**src/sbf_ram.sv**
```systemverilog
// generic single write port, single read port ram with registered read
module sbf_ram #(
  parameter int unsigned WIDTH = 48,
  parameter int unsigned DEPTH = 33
) (
  input  logic                     clk,
  input  logic                     we,
  input  logic [$clog2(DEPTH)-1:0] waddr,
  input  logic [WIDTH-1:0]         wdata,
  input  logic [$clog2(DEPTH)-1:0] raddr,
  output logic [WIDTH-1:0]         rdata
);

  logic [WIDTH-1:0] mem [DEPTH];

  always_ff @(posedge clk) begin
    if (we) begin
      mem[waddr] <= wdata;
    end
    rdata <= mem[raddr];
  end

endmodule

```
**config.mk**
```make
export PLATFORM = sky130hd
export DESIGN_NAME = sbf_ram
export DESIGN_NICKNAME = d
export VERILOG_FILES = /design/src/sbf_ram.sv
export SDC_FILE = /design/constraint.sdc
export NUM_CORES = 1
export LEC_CHECK = 0
export BUFFER_PORTS_ARGS = -buffer_cell sky130_fd_sc_hd__buf_2
export CAP_MARGIN = 40
export CORE_ASPECT_RATIO = 0.75
export CORE_MARGIN = 2
export CORE_UTILIZATION = 44
export DETAILED_ROUTE_END_ITERATION = 8
export PLACE_DENSITY = 0.57
export SLEW_MARGIN = 20
export SYNTH_ARGS = -nofsm -noshare
export SYNTH_HDL_FRONTEND = slang
export SYNTH_SLANG_ARGS = --single-unit
```
**constraint.sdc**
```tcl
create_clock -name clk -period 5.1 [get_ports clk]
set_clock_uncertainty 0.15 [all_clocks]
set_input_delay 1.02 -clock clk [delete_from_list [all_inputs] [get_ports clk]]
set_output_delay 1.02 -clock clk [all_outputs]
set_load 0.005 [all_outputs]
```
After elaboration in Yosys (flattened, before gate mapping)
Memories as Yosys holds them, arrays and structs flattened. A register that Yosys moved wholly into a read port is not among the register bits.
Index checks and enable logic that the tools add are counted.
{ "op_classes": {"n_mux": 2} }
{ "op_table": {"columns": ["op", "count"], "rows": [
  ["1-bit 2-to-1 mux", 2]
]} }
{ "totals": {"ff_bits": 0, "ramBits": 1584, "inputBits": 62, "output_inout_bits": 48, "word_cells": 3, "n_memories": 1} }
{ "mem_list": {"columns": ["name", "words", "width", "rd", "rd_ports_with_merged_regs", "wr", "line", "source"], "rows": [
  ["mem", 33, 48, 1, 1, 1, "14", "logic [WIDTH-1:0] mem [DEPTH];"]
]} }

Longest topological paths before layout
{ "logic_depth": {"ltp_word": 2, "ltp_mapped": 8, "mapped_depth_nobuf": 5} }

Least setup slack after synthesis
No wires, ideal clock.
{ "synth_path": {"path_type": "input to register", "start": "input port waddr[2]", "end": "memory mem[25][0], enable pin", "setup_ns": 0.454, "arrival_time_ns": 3.571, "path_slack_ns": 0.926, "stages": 2, "path_cell_list": "or3b_2 nor2_1"} }
{ "synth_lines": {"columns": ["item", "line", "source"], "rows": [
  ["start, declared", "8", "input logic [$clog2(DEPTH)-1:0] waddr,"],
  ["end, declared", "14", null]
]} }
No word-level cell before the write port.

==> results by group <==
Floorplanning
  • Ports placed on the boundary: 110
  • Initial Utilization: 44.5%
  • Die height: 331 µm
  • Die span in x: 440 µm
  • Rows: 119
  • Die area: 0.146 mm²
  • Floorplan Core Area: 0.141 mm²

Clocking
  • Number of buffers created by CTS: 155
  • Root Buffer Master: clkbuf_16
  • Clock net sink count: 1,632
  • Worst-path clk slew: 0.06 ns
  • Hold buffers post-CTS: 0
  • Post_cts resized: 0
  • Clock latency of the later-clocked register in the worst-skew pair: 0.78 ns
  • Post-CTS Setup Repair Bufs: 0
  • CTS Buffer Depth: 3
  • Maximum level of the CTS H-tree: 4
  • Clock tree from TritonCTS: yes

Critical path
  • Data arrival, critical path: roughly 3.8 ns
  • Critical Path Source Type: input port
  • Source of the worst register-to-register timing path: mem[13][21]
  • Crit end category: flip-flop
  • Reg2Reg Setup Slack: approximately 3.2 ns
  • RR Endpoint: rdata[21]
  • Data required time of the critical path: about 5.6 ns
  • R2r worst-path depth: 5
  • Critical Setup Path Class: in -> reg
  • Maximum fanout encountered on the critical timing path: 55

STA
  • Final number of max-transition violations: 0
  • Slew Limit Headroom: 37.5%
  • Final Hold Viols: 0
  • Timing-limited maximum frequency: 305 MHz
  • Sum of negative setup slack: 0 ns
  • Total setup violations reported at the end of the flow: 0
  • Crit path time final: 3.28 ns
  • RSZ-0062 raised after global routing: no
  • Tightest Pin Transition: 0.938 ns
  • Share of the clock period used by the worst path: 64.3%

Cells and area
  • Total Nets Final: 3,550
  • Post-layout instance count excluding filler cells: 5,497
  • Area grow syn2layout: 13.9%
  • Layout cell share with drive strength beyond 1: 16.6%

Yosys
  • Number of different library cells in the post-synthesis netlist: 28
  • Cell type with the largest total area after synthesis: edfxtp_1
  • Largest family of logic cells by synthesized area: multiplexers
  • Largest cells by area after synthesis: edfxtp_1 76%, mux2i_1 12%, a22oi_1 2.3%
  • Post-synthesis async set-or-reset flop share: 0%
  • Post-synthesis net count: 3,345
  • Post-synth EDFFs: 1,584
  • Fraction of synthesized cell area in xor and xnor cells: 0%
  • Synth Area in Simple Gates: less than 1%
  • Mux contribution to synthesized area: 12.3%
  • Arithmetic-cell share of the synthesized area counting full adders, half adders and majority gates: 0%
  • Fraction of the mapped netlist area in compound gates: ~7.9%
  • Most used flip-flop cell after synthesis: edfxtp_1
  • Synth warn: 0
  • Mean cell area of the mapped netlist: 19.1 µm²
  • Synth top area share: 75.8%
  • Number of storage elements in the synthesis netlist: 1,632
  • Register area share after synthesis: between 70% and 80%
  • Number of instances in the synthesized netlist: 3,283
  • Netlist Area Pre-Place: 0.0627 mm²

Global route
  • Met1 Usage GRT: 31.7%
  • Via count of the first global-routing pass: 32,500
  • Gr ovfl total: 0
  • Top Usage Layer GRT: met2
  • GR met2 Demand/Resource: ~37%
  • Antenna violations before repair: 10
  • Overall track demand over capacity in global routing: 22.7%
  • Global-route wire length before repair: 236,000 µm
  • Global-route met3 utilization: 3.96%
  • Largest net degree at the start of global routing: 91

Power and ir drop
  • Leakage power summed over all cells: 24.6 nW
  • Cell-internal power: roughly 0.022 W
  • Power density normalized to cell area: around 390 mW/mm²
  • Psw: 0.00584 W
  • Maximum ir drop on the vdd rail: 358 µV
  • Fraction of power consumed by sequential logic: 53.8%
  • Switching Share: a little over a fifth
  • Portion of total power attributed to the clock network: 41.2%
  • Fraction of power consumed by combinational cells: under 10%

Worst hold path
  • Worst hold path endpoint: rdata[10]
  • WHS Path Cells: 2
  • Worst hold path class: reg -> reg
  • Start point of the worst min-delay path: mem[32][10]

Placement
  • Detail Placement HPWL: 89,300 µm
  • Instance count after placement with tap cells included: 5,204
  • Number of buffers inserted by port buffering: 109
  • Global placement routability congestion: 0.777

Drt
  • Average wire per standard cell: 30.3 µm
  • DRC violations left: 0
  • Wire length after detailed routing: 167,000 µm
  • Post-route ant nets: 0
  • Initial DRC Count: between 3,000 and 4,000
  • Via count of the routed design: 32,700
  • Avg Vias per Cell: 5.95
  • 1st-pass router iterations: 5

Status
  • Result of the run: complete, no violations

Run
  • Max-cap violations: 0
==> state kept, by name (all words and copies together), names as in the netlist <==
name,cells
mem,1584
rdata,48
==> per-layer routing <==
| metal | up-vias | part of all wire [%] |
|---|---|---|
| met2 | 1201 | 48 |
| met4 | 6 | 2.4 |
| met5 | - | 0.023 |
| met1 | 17300 | 44 |
| met3 | 282 | 6.3 |
| li1 | 13900 | - |
==> cells in the final DEF, fill, tap and decap left out, drive strengths merged, types with 6 or more instances in the layout <==
cell type,n
mux2i,768
edfxtp,1584
nor2,36
clkinv,52
buf,249
o22ai,48
bufinv,10
o41ai,48
a22o,96
a22oi,192
a21oi,96
dfxtp,48
inv,6
clkbuf,218
a221oi,96
nand2,52
==> worst max-delay path by stage <==
stage | startpoint | slack [ns] | end
finish | raddr[0] | 1.82 | rdata[47]
detailed placement | raddr[0] | 1.06 | rdata[47]
CTS | raddr[0] | 1.91 | rdata[47]
global route | raddr[0] | 1.78 | rdata[47]
global placement | raddr[0] | 0.97 | rdata[0]
floorplan | waddr[2] | 0.93 | mem[25][0]
==> Yosys cell counts (2+ instances only) <==
cell      instances
nand2_1          52
nor2b_1           4
clkbuf_4          2
buf_8             7
nand3_1           3
a22o_1           96
buf_6             8
nor2_1           36
nand2b_1          2
nand3b_1          4
a221oi_2         40
buf_4            29
mux2i_1         768
o22ai_1          48
edfxtp_1       1584
a22oi_1         192
or3b_2            2
buf_1            11
buf_12            5
buf_2            44
clkbuf_1         95
o41ai_2          48
a21oi_1          96
a221oi_1         56
dfxtp_1          48
==> through the flow <==
| stage | area (µm²) | hold slack (ns) | total power (W) | setup slack [ns] | util [%] |
|---|---|---|---|---|---|
| 2_1_floorplan | 62700 | 0.268 | 0.0159 | 0.926 | - |
| 3_3_place_gp | 66000 | 0.276 | 0.0165 | 0.966 | 46.8 |
| 3_5_place_dp | 66400 | 0.277 | 0.0165 | 1.06 | 47.1 |
| 4_1_cts | 71400 | 0.289 | 0.0278 | 1.91 | 50.6 |
| 5_1_grt | 71500 | 0.309 | 0.0285 | 1.78 | 50.7 |
| 6_report | 71500 | 0.287 | 0.0276 | 1.82 | 50.7 |
==> power by group through the flow <==
stage / registers [W] / clock network (W) / logic, W
6_report: 0.0149 / 0.0114 / 0.00137
2_1_floorplan: 0.0151 / 0 / 0.000786
3_3_place_gp: 0.0152 / 0 / 0.00133
3_5_place_dp: 0.0152 / 0 / 0.00137
4_1_cts: 0.0149 / 0.0116 / 0.00138
5_1_grt: 0.0149 / 0.0121 / 0.00146
==> cell type report <==
type                            instances  area (µm²)
Fill cell                           11200       69500
Antenna cell                            3        7.51
Clock inverter                         70         621
Tap cell                             1875        2350
Sequential cell                      1632       48500
Clock buffer                          218        4390
Multi-Input combinational cell       1450       13400
Timing Repair Buffer                  249        2200
==> worst max-delay path, stage by stage <==
cell and delay (ns):
buf_8 0.52, buf_4 0.48, buf_4 0.51, mux2i_1 0.15
a22o_1 0.26, a221oi_1 0.25, o22ai_1 0.14, o41ai_2 0.35
==> logic make-up after synthesis <==
family | count (synthesis)
flops | 1632
mux | 768
simple gates | 106
compound gates | 576
buf+inv | 201
No activity file was read; power rests on OpenSTA's default activity.
