[config.mk]
export PLATFORM = sky130hd
export DESIGN_NAME = sbf_isqrt
export DESIGN_NICKNAME = d
export VERILOG_FILES = /design/src/sbf_pkg.sv /design/src/sbf_isqrt.sv
export SDC_FILE = /design/constraint.sdc
export NUM_CORES = 1
export LEC_CHECK = 0
export BUFFER_PORTS_ARGS = -buffer_cell sky130_fd_sc_hd__buf_2
export CAP_MARGIN = 20
export CELL_PAD_IN_SITES_DETAIL_PLACEMENT = 1
export CELL_PAD_IN_SITES_GLOBAL_PLACEMENT = 1
export CORE_ASPECT_RATIO = 0.5
export CORE_UTILIZATION = 34
export CTS_CLUSTER_DIAMETER = 80
export DETAILED_ROUTE_END_ITERATION = 12
export PLACE_DENSITY = 0.73
export SLEW_MARGIN = 10
export SYNTH_ARGS = -nofsm -noshare
export SYNTH_HDL_FRONTEND = slang
export SYNTH_SLANG_ARGS = --single-unit
[constraint.sdc]
create_clock -name clk -period 10.45 [get_ports clk]
set_input_delay 1.5675 -clock clk [delete_from_list [all_inputs] [get_ports clk]]
set_output_delay 1.5675 -clock clk [all_outputs]
set_load 0.005 [all_outputs]
[src/sbf_pkg.sv]
// shared types, constants and helpers for the spectral band fingerprint block
package sbf_pkg;

  localparam int unsigned NUM_BINS_DEF = 1024;
  localparam int unsigned NBANDS       = 33;
  localparam int unsigned NPAIRS       = 32;
  localparam int unsigned SUM_W        = 48;
  localparam int unsigned BAND_W       = 6;
  localparam int unsigned CNT_W        = 11;
  localparam int unsigned RATE_W       = 16;
  localparam int unsigned X_W          = 28;   // (cnt+1)*sample_rate
  localparam int unsigned THR_W        = 37;   // freq*num_bins compare width
  localparam int unsigned COMP_W       = 32;
  localparam int unsigned RAD_W        = 64;
  localparam int unsigned ROOT_W       = 32;
  localparam int unsigned REM_W        = 34;
  localparam int unsigned WORD_W       = 32;
  localparam logic [RATE_W-1:0] RATE_RST = 16'd5512;

  // band edges in hertz, 8 fraction bits
  localparam logic [18:0] EDGE_Q8 [NBANDS+1] = '{
    19'd76800,  19'd81345,  19'd86158,  19'd91256,  19'd96656,  19'd102375,
    19'd108433, 19'd114850, 19'd121646, 19'd128844, 19'd136468, 19'd144543,
    19'd153096, 19'd162155, 19'd171751, 19'd181914, 19'd192678, 19'd204079,
    19'd216155, 19'd228946, 19'd242493, 19'd256842, 19'd272041, 19'd288138,
    19'd305188, 19'd323246, 19'd342374, 19'd362634, 19'd384092, 19'd406820,
    19'd430892, 19'd456389, 19'd483397, 19'd512000
  };

  typedef enum logic [9:0] {
    ST_IDLE    = 10'b0000000001,
    ST_FREQ    = 10'b0000000010,
    ST_SQRE    = 10'b0000000100,
    ST_SQIM    = 10'b0000001000,
    ST_ROOT_GO = 10'b0000010000,
    ST_ROOT    = 10'b0000100000,
    ST_RD      = 10'b0001000000,
    ST_ACC     = 10'b0010000000,
    ST_SWEEP   = 10'b0100000000,
    ST_EMIT    = 10'b1000000000
  } sbf_state_t;

  typedef struct packed {
    logic [BAND_W-1:0] band;
    logic              in_range;
  } band_info_t;

  // edge scaled by the bin count, so freq compares need no divide
  function automatic logic [THR_W-1:0] edge_thr(input int unsigned q8,
                                                input int unsigned nb);
    logic [63:0] p;
    p = 64'(q8) * 64'(nb);
    return p[THR_W-1:0];
  endfunction

  function automatic logic [COMP_W-1:0] mag32(input logic [COMP_W-1:0] x);
    return x[COMP_W-1] ? (~x + COMP_W'(1)) : x;
  endfunction

endpackage

[src/sbf_isqrt.sv]
// iterative integer square root, two radicand bits per cycle
module sbf_isqrt import sbf_pkg::*; (
  input  logic              clk,
  input  logic              rst_n,
  input  logic              start,
  input  logic [RAD_W-1:0]  radicand,
  output logic              done,
  output logic [ROOT_W-1:0] root
);

  logic [RAD_W-1:0]  rad_r;
  logic [REM_W-1:0]  rem_r;
  logic [ROOT_W-1:0] root_r;
  logic [4:0]        step_r;
  logic              busy_r;
  logic              done_r;
  logic [REM_W+1:0]  shifted;
  logic [REM_W+1:0]  trial;
  logic [REM_W+1:0]  diff;
  logic              ge;

  assign shifted = {rem_r, rad_r[RAD_W-1 -: 2]};
  assign trial   = {2'b00, root_r, 2'b01};
  assign ge      = shifted >= trial;
  assign diff    = shifted - trial;

  always_ff @(posedge clk) begin
    if (!rst_n) begin
      busy_r <= 1'b0;
      done_r <= 1'b0;
      step_r <= '0;
    end else begin
      done_r <= 1'b0;
      if (start) begin
        rad_r  <= radicand;
        rem_r  <= '0;
        root_r <= '0;
        step_r <= '0;
        busy_r <= 1'b1;
      end else if (busy_r) begin
        rem_r  <= ge ? diff[REM_W-1:0] : shifted[REM_W-1:0];
        root_r <= {root_r[ROOT_W-2:0], ge};
        rad_r  <= {rad_r[RAD_W-3:0], 2'b00};
        step_r <= step_r + 5'd1;
        if (step_r == 5'(ROOT_W - 1)) begin
          busy_r <= 1'b0;
          done_r <= 1'b1;
        end
      end
    end
  end

  assign done = done_r;
  assign root = root_r;

endmodule

# Word level (Yosys, flattened, before mapping)
# Cells that the tools add are included.
dict set report op_classes {
  n_bitwise 2
  eq_ne 1
  n_addsub 2
  order_cmp 1
  mux 9
  reduce_logical 4
}
# cell count
set ops {}
lappend ops {{$mux 64} 2}
lappend ops {{$mux 34} 2}
lappend ops {{$ge 36x34->1} 1}
lappend ops {{$sub 34x34->34} 1}
lappend ops {{$mux 32} 1}
lappend ops {{$add 5x1->5 const B} 1}
lappend ops {{$eq 5x5->1 const B} 1}
lappend ops {{$mux 1} 4}
lappend ops {{$reduce_or 3->1} 1}
lappend ops {{$not 1->1} 2}
lappend ops {{$reduce_and 2->1} 1}
lappend ops {{$reduce_bool 2->1} 1}
lappend ops {{$reduce_or 2->1} 1}
dict set report totals {
  out_inout_bits 33
  reg_bits 137
  input_bits 67
  word_cells 25
}

# Longest topological paths before layout
dict set report logic_depth {
  ltp_word 4
  mapped_depth 13
  ltp_nobuf 12
}

# Worst setup path before layout
# OpenSTA, ideal clock, no wires.
dict set report synth_path {
  path_kind {in2reg}
  start {input port start}
  end {register rad_r[0] (enable)}
  t_arrival_ps 5058
  required_time_ps 9949
  slack_ps 4891
  path_buffers 2
  path_stages 3
  setup_time_ps 501
  cell_sequence {clkbuf_1 > clkbuf_1 > o21a_1}
}
dict set report synth_between {
  elab_chain_cells 2
}
# element line
set synth_rtl {}
lappend synth_rtl {{start: declaration} sbf_isqrt.sv:5} ;# input logic start,
lappend synth_rtl {{$reduce_bool 2->1 (no line)} -}
lappend synth_rtl {{$reduce_and 2->1 (no line)} -}
lappend synth_rtl {{end signal: assignment} sbf_isqrt.sv:35} ;# rad_r <= radicand;
lappend synth_rtl {{end signal: assignment} sbf_isqrt.sv:43} ;# rad_r <= {rad_r[RAD_W-3:0], 2'b00};
lappend synth_rtl {{end: declaration} sbf_isqrt.sv:11} ;# logic [RAD_W-1:0] rad_r;
# No other way between the ends.
# A chain may end at the register's enable or synchronous reset.

# Final worst setup path
dict set report layout_path {
  start {register rem_r[24]}
  end {register rem_r[26] (data pin)}
}
dict set report layout_between {
  elab_chain_cells 3
  word_cells_on_any_way 4
  classes_between {1 x add/sub; 1 x order compare; 2 x mux}
}
# element line
set layout_rtl {}
lappend layout_rtl {{start: declaration} sbf_isqrt.sv:12} ;# logic [REM_W-1:0] rem_r;
lappend layout_rtl {{start signal: assignment} sbf_isqrt.sv:41} ;# rem_r <= ge ? diff[REM_W-1:0] : shifted[REM_W-1:0];
lappend layout_rtl {{$sub 34x34->34 or $ge 36x34->1 (tied branches)} {sbf_isqrt.sv:25, sbf_isqrt.sv:24}}
lappend layout_rtl {{$mux 34 (*)} sbf_isqrt.sv:41}
lappend layout_rtl {{$mux 34 (*)} sbf_isqrt.sv:40} ;# end else if (busy_r) begin
# Every way passes the cells marked *; elsewhere a longest branch is shown, timed or not. The select of a mux whose other input is x is not followed.

==> flow_summary_export.csv <==
group,metric,value,unit
clock_tree,cts_setup_buffers,0,
clock_tree,cts_tree,"done",
place,gp_congestion,0.8291,
final_layout,fill_cells,2294,
die,start_util,35.39,%
clock_tree,clk_latency,0.43,ns
synth,avgSynthCellArea,12.12,µm²
worst_hold_path,worstHoldPathType,"reg2reg",
sta,fin_crit_sh,36.05,%
status,status,"completed",
grt,grt_pass1_vias,5386,
synth,synth.top_cells.by_area,"edfxtp_1 (53%), mux2_2 (9.4%), ha_1 (6.1%)",
sta,setup_tns,0,ns
grt,antenna_found_initial,1,
sta,fmax,265.4,MHz
drt,drt_iter0_markers,235,
critical_path,rr_startpoint,"rem_r[24]",
die,die-area,22410,µm²
drt,m1WireLength,7848,µm
final_layout,final_common_cell,"edfxtp_1",
critical_path,r2r.worst_path.cells,12,
clock_tree,clockRootBuffer,"clkbuf_16",
grt,grt_pass1_wl,28080,µm
sta,max-slew-margin-rel,28.55,%
drt,routed_wl,17150,µm
pwr,power_density,180.9,nW/µm²
clock_tree,numCtsBuffers,17,
synth,syn_inst,611,
sta,fin_skew,0.007979,ns
place,port-buffer-count,99,
drt,dr_total_vias,4998,
clock_tree,h-tree-depth,4,
grt,grt_max_degree,76,
die,num_rows,37,
critical_path,regToRegEndpoint,"rem_r[26]",
drt,dr.max_layer_used,"met5",
critical_path,start_kind,"register",
final_layout,num_antenna_cells,0,
synth,ys.flop_type,"edfxtp_1",
pwr,leakage,3.608,nW
worst_hold_path,hp-start,"step_r[4]",
critical_path,cp.arrival,4.02,ns
drt,wl_met3,780,µm
synth,synth_edf_count,130,
drt,drc_errors,0,
clock_tree,cts.clk_slew.worst_paths,0.07,ns
flow_run,drv_cap,0,
synth,synth_cell_types,57,
pwr,fin_total_pwr,0.001582,W
synth,yosys.area.top_type,"edfxtp_1",
synth,synth-seq-area-share,54.60,%
place,dp_hpwl,12000,µm
die,pin_count,100,
sta,fin_crit,3.768,ns
critical_path,end_kind,"register",
sta,whs,0.5102,ns
synth,synth_seq_cells,137,
die,dieWidth,210.7,µm
pwr,ir_drop,0.1255,mV
drt,postRouteAntennaNets,0,
final_layout,layout-drive-gt1-share,28.51,%
sta,rsz0062_at_grt,"false",
worst_hold_path,whs_path_depth,2,
drt,routedWlPerCell,16.96,µm
clock_tree,cts_buffer_depth,2,
critical_path,ff2ff_setup_slack,6.68,ns
synth,yosysTopAreaCellShare,52.71,%
critical_path,worstPathRequired,10.71,ns
synth,netlist_area,7406,µm²
sta,finalSetupViolCount,0,
critical_path,worstSetupPathType,"reg2reg",
final_layout,area_growth,18.08,%
clock_tree,clock-sinks,137,
synth,syn_nets,714,
clock_tree,cts-resized-gates,0,
drt,viasPerCell,4.944,
die,die_h,106.4,µm
critical_path,worstPathMaxFanout,28,
synth,yosysWarnings,0,
worst_hold_path,whs_endpoint,"step_r[4]",
critical_path,startpoint,"rem_r[24]",
drt,firstDrtPassIters,4,
final_layout,fin_nets,809,
grt,grt_use_total,16.23,%
drt,wl_met2,8402,µm
grt,overflow,0,
final_layout,layout_common_cells,"edfxtp_1 (130), buf_2 (98), nor2_1 (73)",
synth,async_flop_share,0,%
clock_tree,ctsHoldBuffers,0,
sta,worstMarginPinSlew,1.072,ns
sta,finalHoldViolations,0,
final_layout,instances_no_fill,1011,
place,placed_cells,979,
sta,slew_viol_final,0,
die,core,20930,µm²
## state kept, by name (all words and copies together), names as in the netlist
name,cells
rad_r,64
rem_r,34
root,32
step_r,5
busy_r,1
done,1
## Yosys cell counts (7+ instances only)
library cell / n
nand2_1: 29
dfxtp_1: 7
o21ai_0: 15
a21o_1: 21
mux2i_1: 23
inv_1: 44
xor2_1: 12
nand4_1: 9
a21oi_1: 20
edfxtp_1: 130
mux2_2: 62
nor2_1: 73
ha_1: 36
xnor2_1: 22
clkbuf_1: 17
## worst max-delay path by stage
stage,slack [ns],endpoint
2_1_floorplan,4.89,rad_r[0]
3_3_place_gp,6.29,root[11]
3_5_place_dp,6.22,busy_r
4_1_cts,6.68,busy_r
5_1_grt,6.44,rem_r[26]
6_report,6.68,rem_r[26]
## where the power goes
part | internal (W) | switching (W)
clock | 0.000313 | 0.000266
combinational | 0.000141 | 0.000184
sequential | 0.000658 | 0.0000201
## cell type report
cell class                 count  area, µm²  share of cell area (%)
timing repair buffer         102      520.5                   5.952
inverter                      44      165.2                   1.889
multi-input combinational    404       3092                   35.36
tap                          292      365.4                   4.178
sequential                   137       4044                   46.24
clock inverter                15      132.6                   1.517
clock buffer                  17      425.4                   4.865
## routing by layer
layer | vias up | GRT usage, %
met4 | 2 | 4.089
met2 | 82 | 27.44
met1 | 2463 | 20.19
met3 | 10 | 4.993
li1 | 2441 | -
met5 | - | 0
## worst max-delay path, cell delays in order (launching register included)
cell      delay (ns)
edfxtp_1        0.42
ha_1            0.46
nand4_1         0.26
or4_1           0.63
nand4b_1        0.21
a21boi_0        0.21
o21ai_1         0.13
o211ai_4        0.20
buf_4           0.49
nand2_2         0.22
inv_1           0.14
o31ai_1         0.09
o32ai_1         0.11
## stage by stage
step / setup slack [ns] / cell area, µm² / utilization (%)
finish: 6.682 / 8745 / 41.79
detailed placement: 6.216 / 8187 / 39.12
floorplan: 4.891 / 7406 / -
global placement: 6.289 / 8187 / 39.12
global route: 6.445 / 8745 / 41.79
CTS: 6.680 / 8745 / 41.79
## cell families after synthesis
logic type                 Yosys count  synth area share (%)
DFF                                137                 54.60
and+or+nand+nor                    140                 8.430
AOI/OAI and AO/OA                  109                 10.58
xor gates and xnor gates            34                 4.021
muxes                               85                 12.54
buffers and inverters               70                 3.751
adders and majority gates           36                 6.082
(Power assumes the default switching activity.)
