**src/sbf_pkg.sv**
```systemverilog
// shared types, constants and helpers for the spectral band fingerprint block
package sbf_pkg;

  localparam int unsigned NUM_BINS_DEF = 1024;
  localparam int unsigned NBANDS       = 33;
  localparam int unsigned NPAIRS       = 32;
  localparam int unsigned SUM_W        = 48;
  localparam int unsigned BAND_W       = 6;
  localparam int unsigned CNT_W        = 11;
  localparam int unsigned RATE_W       = 16;
  localparam int unsigned X_W          = 28;   // (cnt+1)*sample_rate
  localparam int unsigned THR_W        = 37;   // freq*num_bins compare width
  localparam int unsigned COMP_W       = 32;
  localparam int unsigned RAD_W        = 64;
  localparam int unsigned ROOT_W       = 32;
  localparam int unsigned REM_W        = 34;
  localparam int unsigned WORD_W       = 32;
  localparam logic [RATE_W-1:0] RATE_RST = 16'd5512;

  // band edges in hertz, 8 fraction bits
  localparam logic [18:0] EDGE_Q8 [NBANDS+1] = '{
    19'd76800,  19'd81345,  19'd86158,  19'd91256,  19'd96656,  19'd102375,
    19'd108433, 19'd114850, 19'd121646, 19'd128844, 19'd136468, 19'd144543,
    19'd153096, 19'd162155, 19'd171751, 19'd181914, 19'd192678, 19'd204079,
    19'd216155, 19'd228946, 19'd242493, 19'd256842, 19'd272041, 19'd288138,
    19'd305188, 19'd323246, 19'd342374, 19'd362634, 19'd384092, 19'd406820,
    19'd430892, 19'd456389, 19'd483397, 19'd512000
  };

  typedef enum logic [9:0] {
    ST_IDLE    = 10'b0000000001,
    ST_FREQ    = 10'b0000000010,
    ST_SQRE    = 10'b0000000100,
    ST_SQIM    = 10'b0000001000,
    ST_ROOT_GO = 10'b0000010000,
    ST_ROOT    = 10'b0000100000,
    ST_RD      = 10'b0001000000,
    ST_ACC     = 10'b0010000000,
    ST_SWEEP   = 10'b0100000000,
    ST_EMIT    = 10'b1000000000
  } sbf_state_t;

  typedef struct packed {
    logic [BAND_W-1:0] band;
    logic              in_range;
  } band_info_t;

  // edge scaled by the bin count, so freq compares need no divide
  function automatic logic [THR_W-1:0] edge_thr(input int unsigned q8,
                                                input int unsigned nb);
    logic [63:0] p;
    p = 64'(q8) * 64'(nb);
    return p[THR_W-1:0];
  endfunction

  function automatic logic [COMP_W-1:0] mag32(input logic [COMP_W-1:0] x);
    return x[COMP_W-1] ? (~x + COMP_W'(1)) : x;
  endfunction

endpackage

```
**src/sbf_band_scan.sv**
```systemverilog
// range check and band search, one edge compare per cycle
module sbf_band_scan import sbf_pkg::*; #(
  parameter int unsigned NUM_BINS = NUM_BINS_DEF
) (
  input  logic           clk,
  input  logic           rst_n,
  input  logic           start,
  input  logic [X_W-1:0] x,
  output band_info_t     info
);

  localparam logic [THR_W-1:0] THR_TOP = edge_thr(int'(EDGE_Q8[NBANDS]) + 1, NUM_BINS);

  logic [THR_W-1:0]  thr [NBANDS+1];
  logic [THR_W-1:0]  xs_in;
  logic [THR_W-1:0]  xs_r;
  logic [4:0]        idx_r;
  logic [BAND_W-1:0] thr_idx;
  logic [BAND_W-1:0] band_r;
  logic              in_range_r;
  logic              busy_r;
  logic              found_r;

  for (genvar g = 0; g < NBANDS + 1; g++) begin : g_thr
    assign thr[g] = edge_thr(int'(EDGE_Q8[g]), NUM_BINS);
  end

  assign xs_in   = THR_W'({x, 8'h00});
  assign thr_idx = BAND_W'(idx_r) + BAND_W'(1);

  always_ff @(posedge clk) begin
    if (!rst_n) begin
      busy_r  <= 1'b0;
      found_r <= 1'b0;
    end else if (start) begin
      xs_r       <= xs_in;
      in_range_r <= (xs_in >= thr[0]) && (xs_in < THR_TOP);
      band_r     <= BAND_W'(NBANDS - 1);
      idx_r      <= '0;
      found_r    <= 1'b0;
      busy_r     <= 1'b1;
    end else if (busy_r) begin
      // first edge above the frequency names the band, top edge falls to the last band
      if (!found_r && (xs_r < thr[thr_idx])) begin
        band_r  <= BAND_W'(idx_r);
        found_r <= 1'b1;
      end
      idx_r <= idx_r + 5'd1;
      if (idx_r == 5'(NPAIRS - 1)) begin
        busy_r <= 1'b0;
      end
    end
  end

  assign info.band     = band_r;
  assign info.in_range = in_range_r;

endmodule

```
**config.mk**
```make
export PLATFORM = sky130hd
export DESIGN_NAME = sbf_band_scan
export DESIGN_NICKNAME = d
export VERILOG_FILES = /design/src/sbf_pkg.sv /design/src/sbf_band_scan.sv
export SDC_FILE = /design/constraint.sdc
export NUM_CORES = 1
export LEC_CHECK = 0
export ABC_AREA = 1
export BUFFER_PORTS_ARGS = -buffer_cell sky130_fd_sc_hd__buf_2
export CAP_MARGIN = 20
export CORE_UTILIZATION = 63
export DETAILED_ROUTE_END_ITERATION = 12
export HOLD_SLACK_MARGIN = 0.05
export PLACE_DENSITY = 0.88
export SYNTH_ARGS = -nofsm -noshare
export SYNTH_HDL_FRONTEND = slang
export SYNTH_SLANG_ARGS = --single-unit
```
**constraint.sdc**
```tcl
create_clock -name clk -period 6.2 [get_ports clk]
set_clock_uncertainty 0.2 [all_clocks]
set_input_delay 0 -clock clk [delete_from_list [all_inputs] [get_ports clk]]
set_output_delay 0 -clock clk [all_outputs]
set_load 0.02 [all_outputs]
```
[Yosys cells after proc, flatten, opt, wreduce, memory -nomap -nowiden]
Memories as Yosys holds them, arrays and structs flattened.
Cells that the tools add are included.
Cells by class
  $add $sub $neg: 2
  magnitude comparators: 4
  shifts and indexed selects: 0
  mux-type cells: 8
  equality and inequality tests: 1
  multipliers: 0
  bitwise logic cells: 2
  divide/modulo/power cells: 0
  reductions and logical operators: 10
Operators with widths (count)
  $mux 37: 2
  $lt 36x37->1: 1
  $ge 36x27->1 const B: 1
  $lt 36x29->1 const B: 1
  $mux 6: 2
  $ge 7x7->1 const B: 1
  $not 6->7: 1
  $add 5x1->6 const B: 1
  $reduce_and 2->1: 3
  $add 5x1->5 const B: 1
  $eq 5x5->1 const B: 1
  $mux 5: 1
  $reduce_bool 2->1: 2
  $mux 1: 3
  $reduce_and 3->1: 1
  $logic_and 1x1->1: 2
  $reduce_or 2->1: 1
  $logic_not 1->1: 1
  $not 1->1: 1
Storage, ports and cells
  bits in writable memories: 0
  input port bits: 31
  latch bits: 0
  output and inout port bits: 7
  register bits after elaboration: 42
  word-level logic and storage cells: 34
  bits in read-only memories: 2368
  memories kept: 1
Memories
  (no name shown): depth 64, bits a word 37, read ports 1, clocked after memory_dff 0, write ports 0, RTL line sbf_band_scan.sv:44  | if (!found_r && (xs_r < thr[thr_idx])) begin

[Longest topological paths before layout]
  depth in word-level cells: 9
  gate-level depth with buffers: 21
  mapped depth without buffers: 19

[Worst setup path before layout]
No wires, ideal clock.
  path kind: flip-flop to flip-flop
  from: register idx_r[0]
  to: register band_r[0] (enable)
  path buffers: 3
  arrival time: 3.018 ns
  required time: 5.682 ns
  setup slack: 2.664 ns
  stages on the path, launching flop included: 18
  period minus slack after synthesis: 3.536 ns
  setup time: 0.318 ns
  cell sequence: edfxtp_1 ha_1 inv_1 nor3_1 ha_1 buf_2 inv_1 clkbuf_1 clkbuf_1 a21oi_1 nor3_1 ha_1 a21oi_1 o21ai_0 a21o_1 a21oi_1 nand3_1 nand2_1
On the way
  longest elaborated chain between the ends: 9
Ends and longest elaborated chain
  start: declaration: RTL line sbf_band_scan.sv:17  | logic [4:0] idx_r;
  start signal: assignment: RTL line sbf_band_scan.sv:48  | idx_r <= idx_r + 5'd1;
  $add 5x1->6: RTL line sbf_band_scan.sv:29  | assign thr_idx = BAND_W'(idx_r) + BAND_W'(1);
  named net thr_idx[4]: RTL line sbf_band_scan.sv:18  | logic [BAND_W-1:0] thr_idx;
  $not 6->7 (not written as such): RTL line sbf_band_scan.sv:44
  $mem_v2 64x37
  $mux 37 (not written as such) (2 in series): RTL line sbf_band_scan.sv:44
  $lt 36x37->1: RTL line sbf_band_scan.sv:44
  $logic_and 1x1->1: RTL line sbf_band_scan.sv:44
  $reduce_bool 2->1 (no line)
  $reduce_and 3->1 (no line)
  end signal: assignment: RTL line sbf_band_scan.sv:38  | band_r <= BAND_W'(NBANDS - 1);
  end signal: assignment: RTL line sbf_band_scan.sv:45  | band_r <= BAND_W'(idx_r);
  end: declaration: RTL line sbf_band_scan.sv:19  | logic [BAND_W-1:0] band_r;
The timed path passes the listed nets, and every way through them passes these cells. The select of a mux whose other input is x is not followed.
A chain may end at the register's enable or synchronous reset.

[Worst setup path after layout]
  from: register idx_r[0]
  to: register band_r[5] (enable)
On the way
  longest elaborated chain between the ends: 9
Ends and longest elaborated chain (RTL line)
  $add 5x1->6: sbf_band_scan.sv:29
  $not 6->7 (not written as such): sbf_band_scan.sv:44
  $mem_v2 64x37
  $mux 37 (not written as such) (2 in series): sbf_band_scan.sv:44
  $lt 36x37->1: sbf_band_scan.sv:44
  $logic_and 1x1->1: sbf_band_scan.sv:44
  $reduce_bool 2->1 (no line)
  $reduce_and 3->1 (no line)
No other way between the ends. The select of a mux whose other input is x is not followed.

==> impl_metrics.py <==
metrics = {
    "yosys": {
        "syn_area_mm2": 0.002917,
        "synth_area_leaders": "edfxtp_1, ha_1, nand2_1",
        "synth_common_cells": "nand2_1, edfxtp_1, nor2_1",
        "synthArstFlopShare_pct": 0,
        "yosysWarningCount": 0,
        "yosysSeqAreaShare_pct": 40.50,
        "synth.ff_latch_count": 40,
        "synthesis.nets": 411,
        "synthDistinctLibCells": 36,
        "syn_area_per_cell_um2": 8.381,
        "synth_edf_count": 38,
        "yosysTopAreaCell": "edfxtp_1",
        "synth_top_area_share_pct": 39.12,
        "netlist_instances": 348,
        "synthFlopType": "edfxtp_1",
        "synth_most_common_cell": "nand2_1",
    },
    "placement": {
        "port_buffers": 35,
        "gp_congestion": 0.9361,
        "hpwlAfterDp_mm": 5.081,
    },
    "cts": {
        "postCtsSetupBuffers": 0,
        "path_clk_slew_ns": 0.09,
        "cts_root_buf": "clkbuf_8",
        "insertion_delay_ns": 0.30,
        "cts_tree": "yes",
        "numCtsBuffers": 5,
        "cts_resized": 0,
        "cts_hold_buf": 29,
        "clockBufferDepth": 2,
        "htree_levels": 2,
        "clock_sinks": 40,
    },
    "finish": {
        "n_antenna_cell": 0,
        "final_nets": 465,
        "multiInputGateArea_mm2": 0.001550,
        "seq_area_mm2": 0.001181,
        "layout-drive-gt1-share_pct": 13.15,
        "syn_to_final_growth_pct": 19.48,
        "fill_cells": 275,
    },
    "worst_setup_path": {
        "endpoint_kind": "register",
        "critPathKind": "reg -> reg",
        "arrival_ns": 4.74,
        "required_ns": 5.98,
        "crit_fanout": 19,
        "cp-start-kind": "register",
    },
    "route": {
        "drc_errors": 0,
        "vias_per_cell": 6.549,
        "wl_mm": 9.159,
        "detail_route.iter0.violations": 437,
        "wl_per_cell_um": 20.13,
        "dr_total_vias": 2980,
        "drtPass1Iterations": 5,
        "ant_nets": 0,
    },
    "hold_path": {
        "hp-class": "in -> reg",
    },
    "power_and_ir_drop": {
        "fin_total_pwr_mw": 0.8846,
        "power_density_mw_per_mm2": 253.9,
        "peakVddDrop_mv": 0.1952,
        "p_leak_nw": 1.532,
    },
    "run_status": {
        "status": "finished clean",
    },
    "die": {
        "num_rows": 24,
        "die_x_um": 70.04,
        "io_pins": 38,
        "core_area_mm2": 0.004414,
        "dieArea_mm2": 0.004906,
        "start_util_pct": 66.07,
        "die_h_um": 70.04,
    },
    "global_routing": {
        "grt_first_pass_wirelength_mm": 14.50,
        "first_global_vias": 2886,
        "overflow": 0,
        "grt_use_total_pct": 38.58,
        "grt_max_degree": 29,
        "antenna_found_initial": 0,
    },
    "job": {
        "cap_viol_max_count": 0,
    },
    "timing": {
        "maxSlewHeadroom_pct": 32.27,
        "rsz0062_at_grt": "false",
        "finalMaxSlewViolations": 0,
        "finalSetupTns_ns": 0,
        "min_period_ns": 4.952,
        "finalSetupViolations": 0,
        "hold_viol": 0,
        "max_slew.worst_pin.slew_ns": 1.015,
        "max_freq_mhz": 202.0,
        "fin_crit_sh_pct": 79.87,
    },
}
==> cell families after synthesis <==
kind of cell	share of synthesized area [%]
AND/OR/NAND/NOR	22.52
AO/OA/AOI/OAI	16.90
buffers and inverters	6.349
flip-flops	40.50
adder cells (fa/ha/maj)	13.73
==> routing by layer <==
metal / track usage (%) / part of all wire [%] / wire, um / up-vias
met5: 0 / 0 / 0 / -
met4: 13.78 / 2.8 / 259 / 0
met3: 9.957 / 11 / 989 / 36
met2: 63.35 / 48 / 4412 / 229
met1: 49.29 / 38 / 3498 / 1375
li1: - / - / - / 1340
==> registers in the layout, summed over array words and instances (netlist names) <==
signal and cells:
idx_r 5, busy_r 1, found_r 1, band_r 6, xs_r 26, in_range_r 1
==> path summary, 6_finish.rpt <==
path	start	end	slack (ns)	cells past startpoint
worst max-delay path	idx_r[0]	band_r[5]	1.25	16
worst min-delay path	x[25]	xs_r[33]	0.23	2
worst max register to register	idx_r[0]	band_r[5]	1.25	16
worst min register to register	found_r	found_r	0.29	2
==> where the power goes <==
part           internal, mW  total, mW  switching [mW]
combinational         0.116      0.324           0.208
clock                 0.132      0.231          0.0992
sequential            0.317      0.330          0.0131
total                 0.565      0.885           0.320
==> area by class of cell <==
| type | count | area share (%) |
|---|---|---|
| Clock buffer | 6 | 2.370 |
| Clock inverter | 2 | 1.113 |
| Inverter | 27 | 2.908 |
| Multi-Input combinational cell | 264 | 44.49 |
| Sequential cell | 40 | 33.90 |
| Tap cell | 52 | 1.867 |
| Timing Repair Buffer | 64 | 13.36 |
==> per-stage QoR <==
step	area [um^2]	utilization, %	hold slack (ns)	instances	worst slack, ns
floorplan	2917	-	-0.1011	348	2.664
global placement	3073	69.61	-0.008604	418	1.528
detailed placement	3073	69.61	-0.006829	418	1.459
CTS	3485	78.94	0.2170	455	1.356
global route	3485	78.94	0.2306	455	0.9449
finish	3485	78.94	0.2301	455	1.248
==> worst max-delay path, stage by stage, from the launching register on <==
cell      delay (ns)
edfxtp_1        0.65
ha_1            0.25
inv_1           0.13
ha_1            0.70
inv_1           0.44
nand2_1         0.32
nand3_1         0.11
nand2_1         0.07
a21oi_1         0.10
nor3_1          0.30
ha_1            0.32
a21oi_1         0.17
o21ai_0         0.13
a21o_1          0.18
a21oi_1         0.21
nand3_1         0.11
nand2_1         0.24
==> placed cells by master, fill, tap and decap left out, types with 2 or more instances in the layout <==
| cell | instances |
|---|---|
| o21a_1 | 2 |
| buf_2 | 35 |
| o311ai_0 | 3 |
| o22ai_1 | 2 |
| nor4_1 | 5 |
| nand2_1 | 65 |
| nor2_1 | 37 |
| ha_1 | 32 |
| edfxtp_1 | 38 |
| o211ai_1 | 5 |
| a221oi_1 | 2 |
| nor3_1 | 6 |
| dlygate4sd3_1 | 29 |
| clkbuf_8 | 6 |
| nand3_2 | 2 |
| nand3_1 | 24 |
| dfxtp_1 | 2 |
| a211oi_1 | 2 |
| a21oi_1 | 32 |
| nand4_1 | 2 |
| nand2_4 | 2 |
| a31oi_1 | 4 |
| o21ai_0 | 26 |
| inv_1 | 26 |
Note: power is estimated with default switching activity, not from simulation.
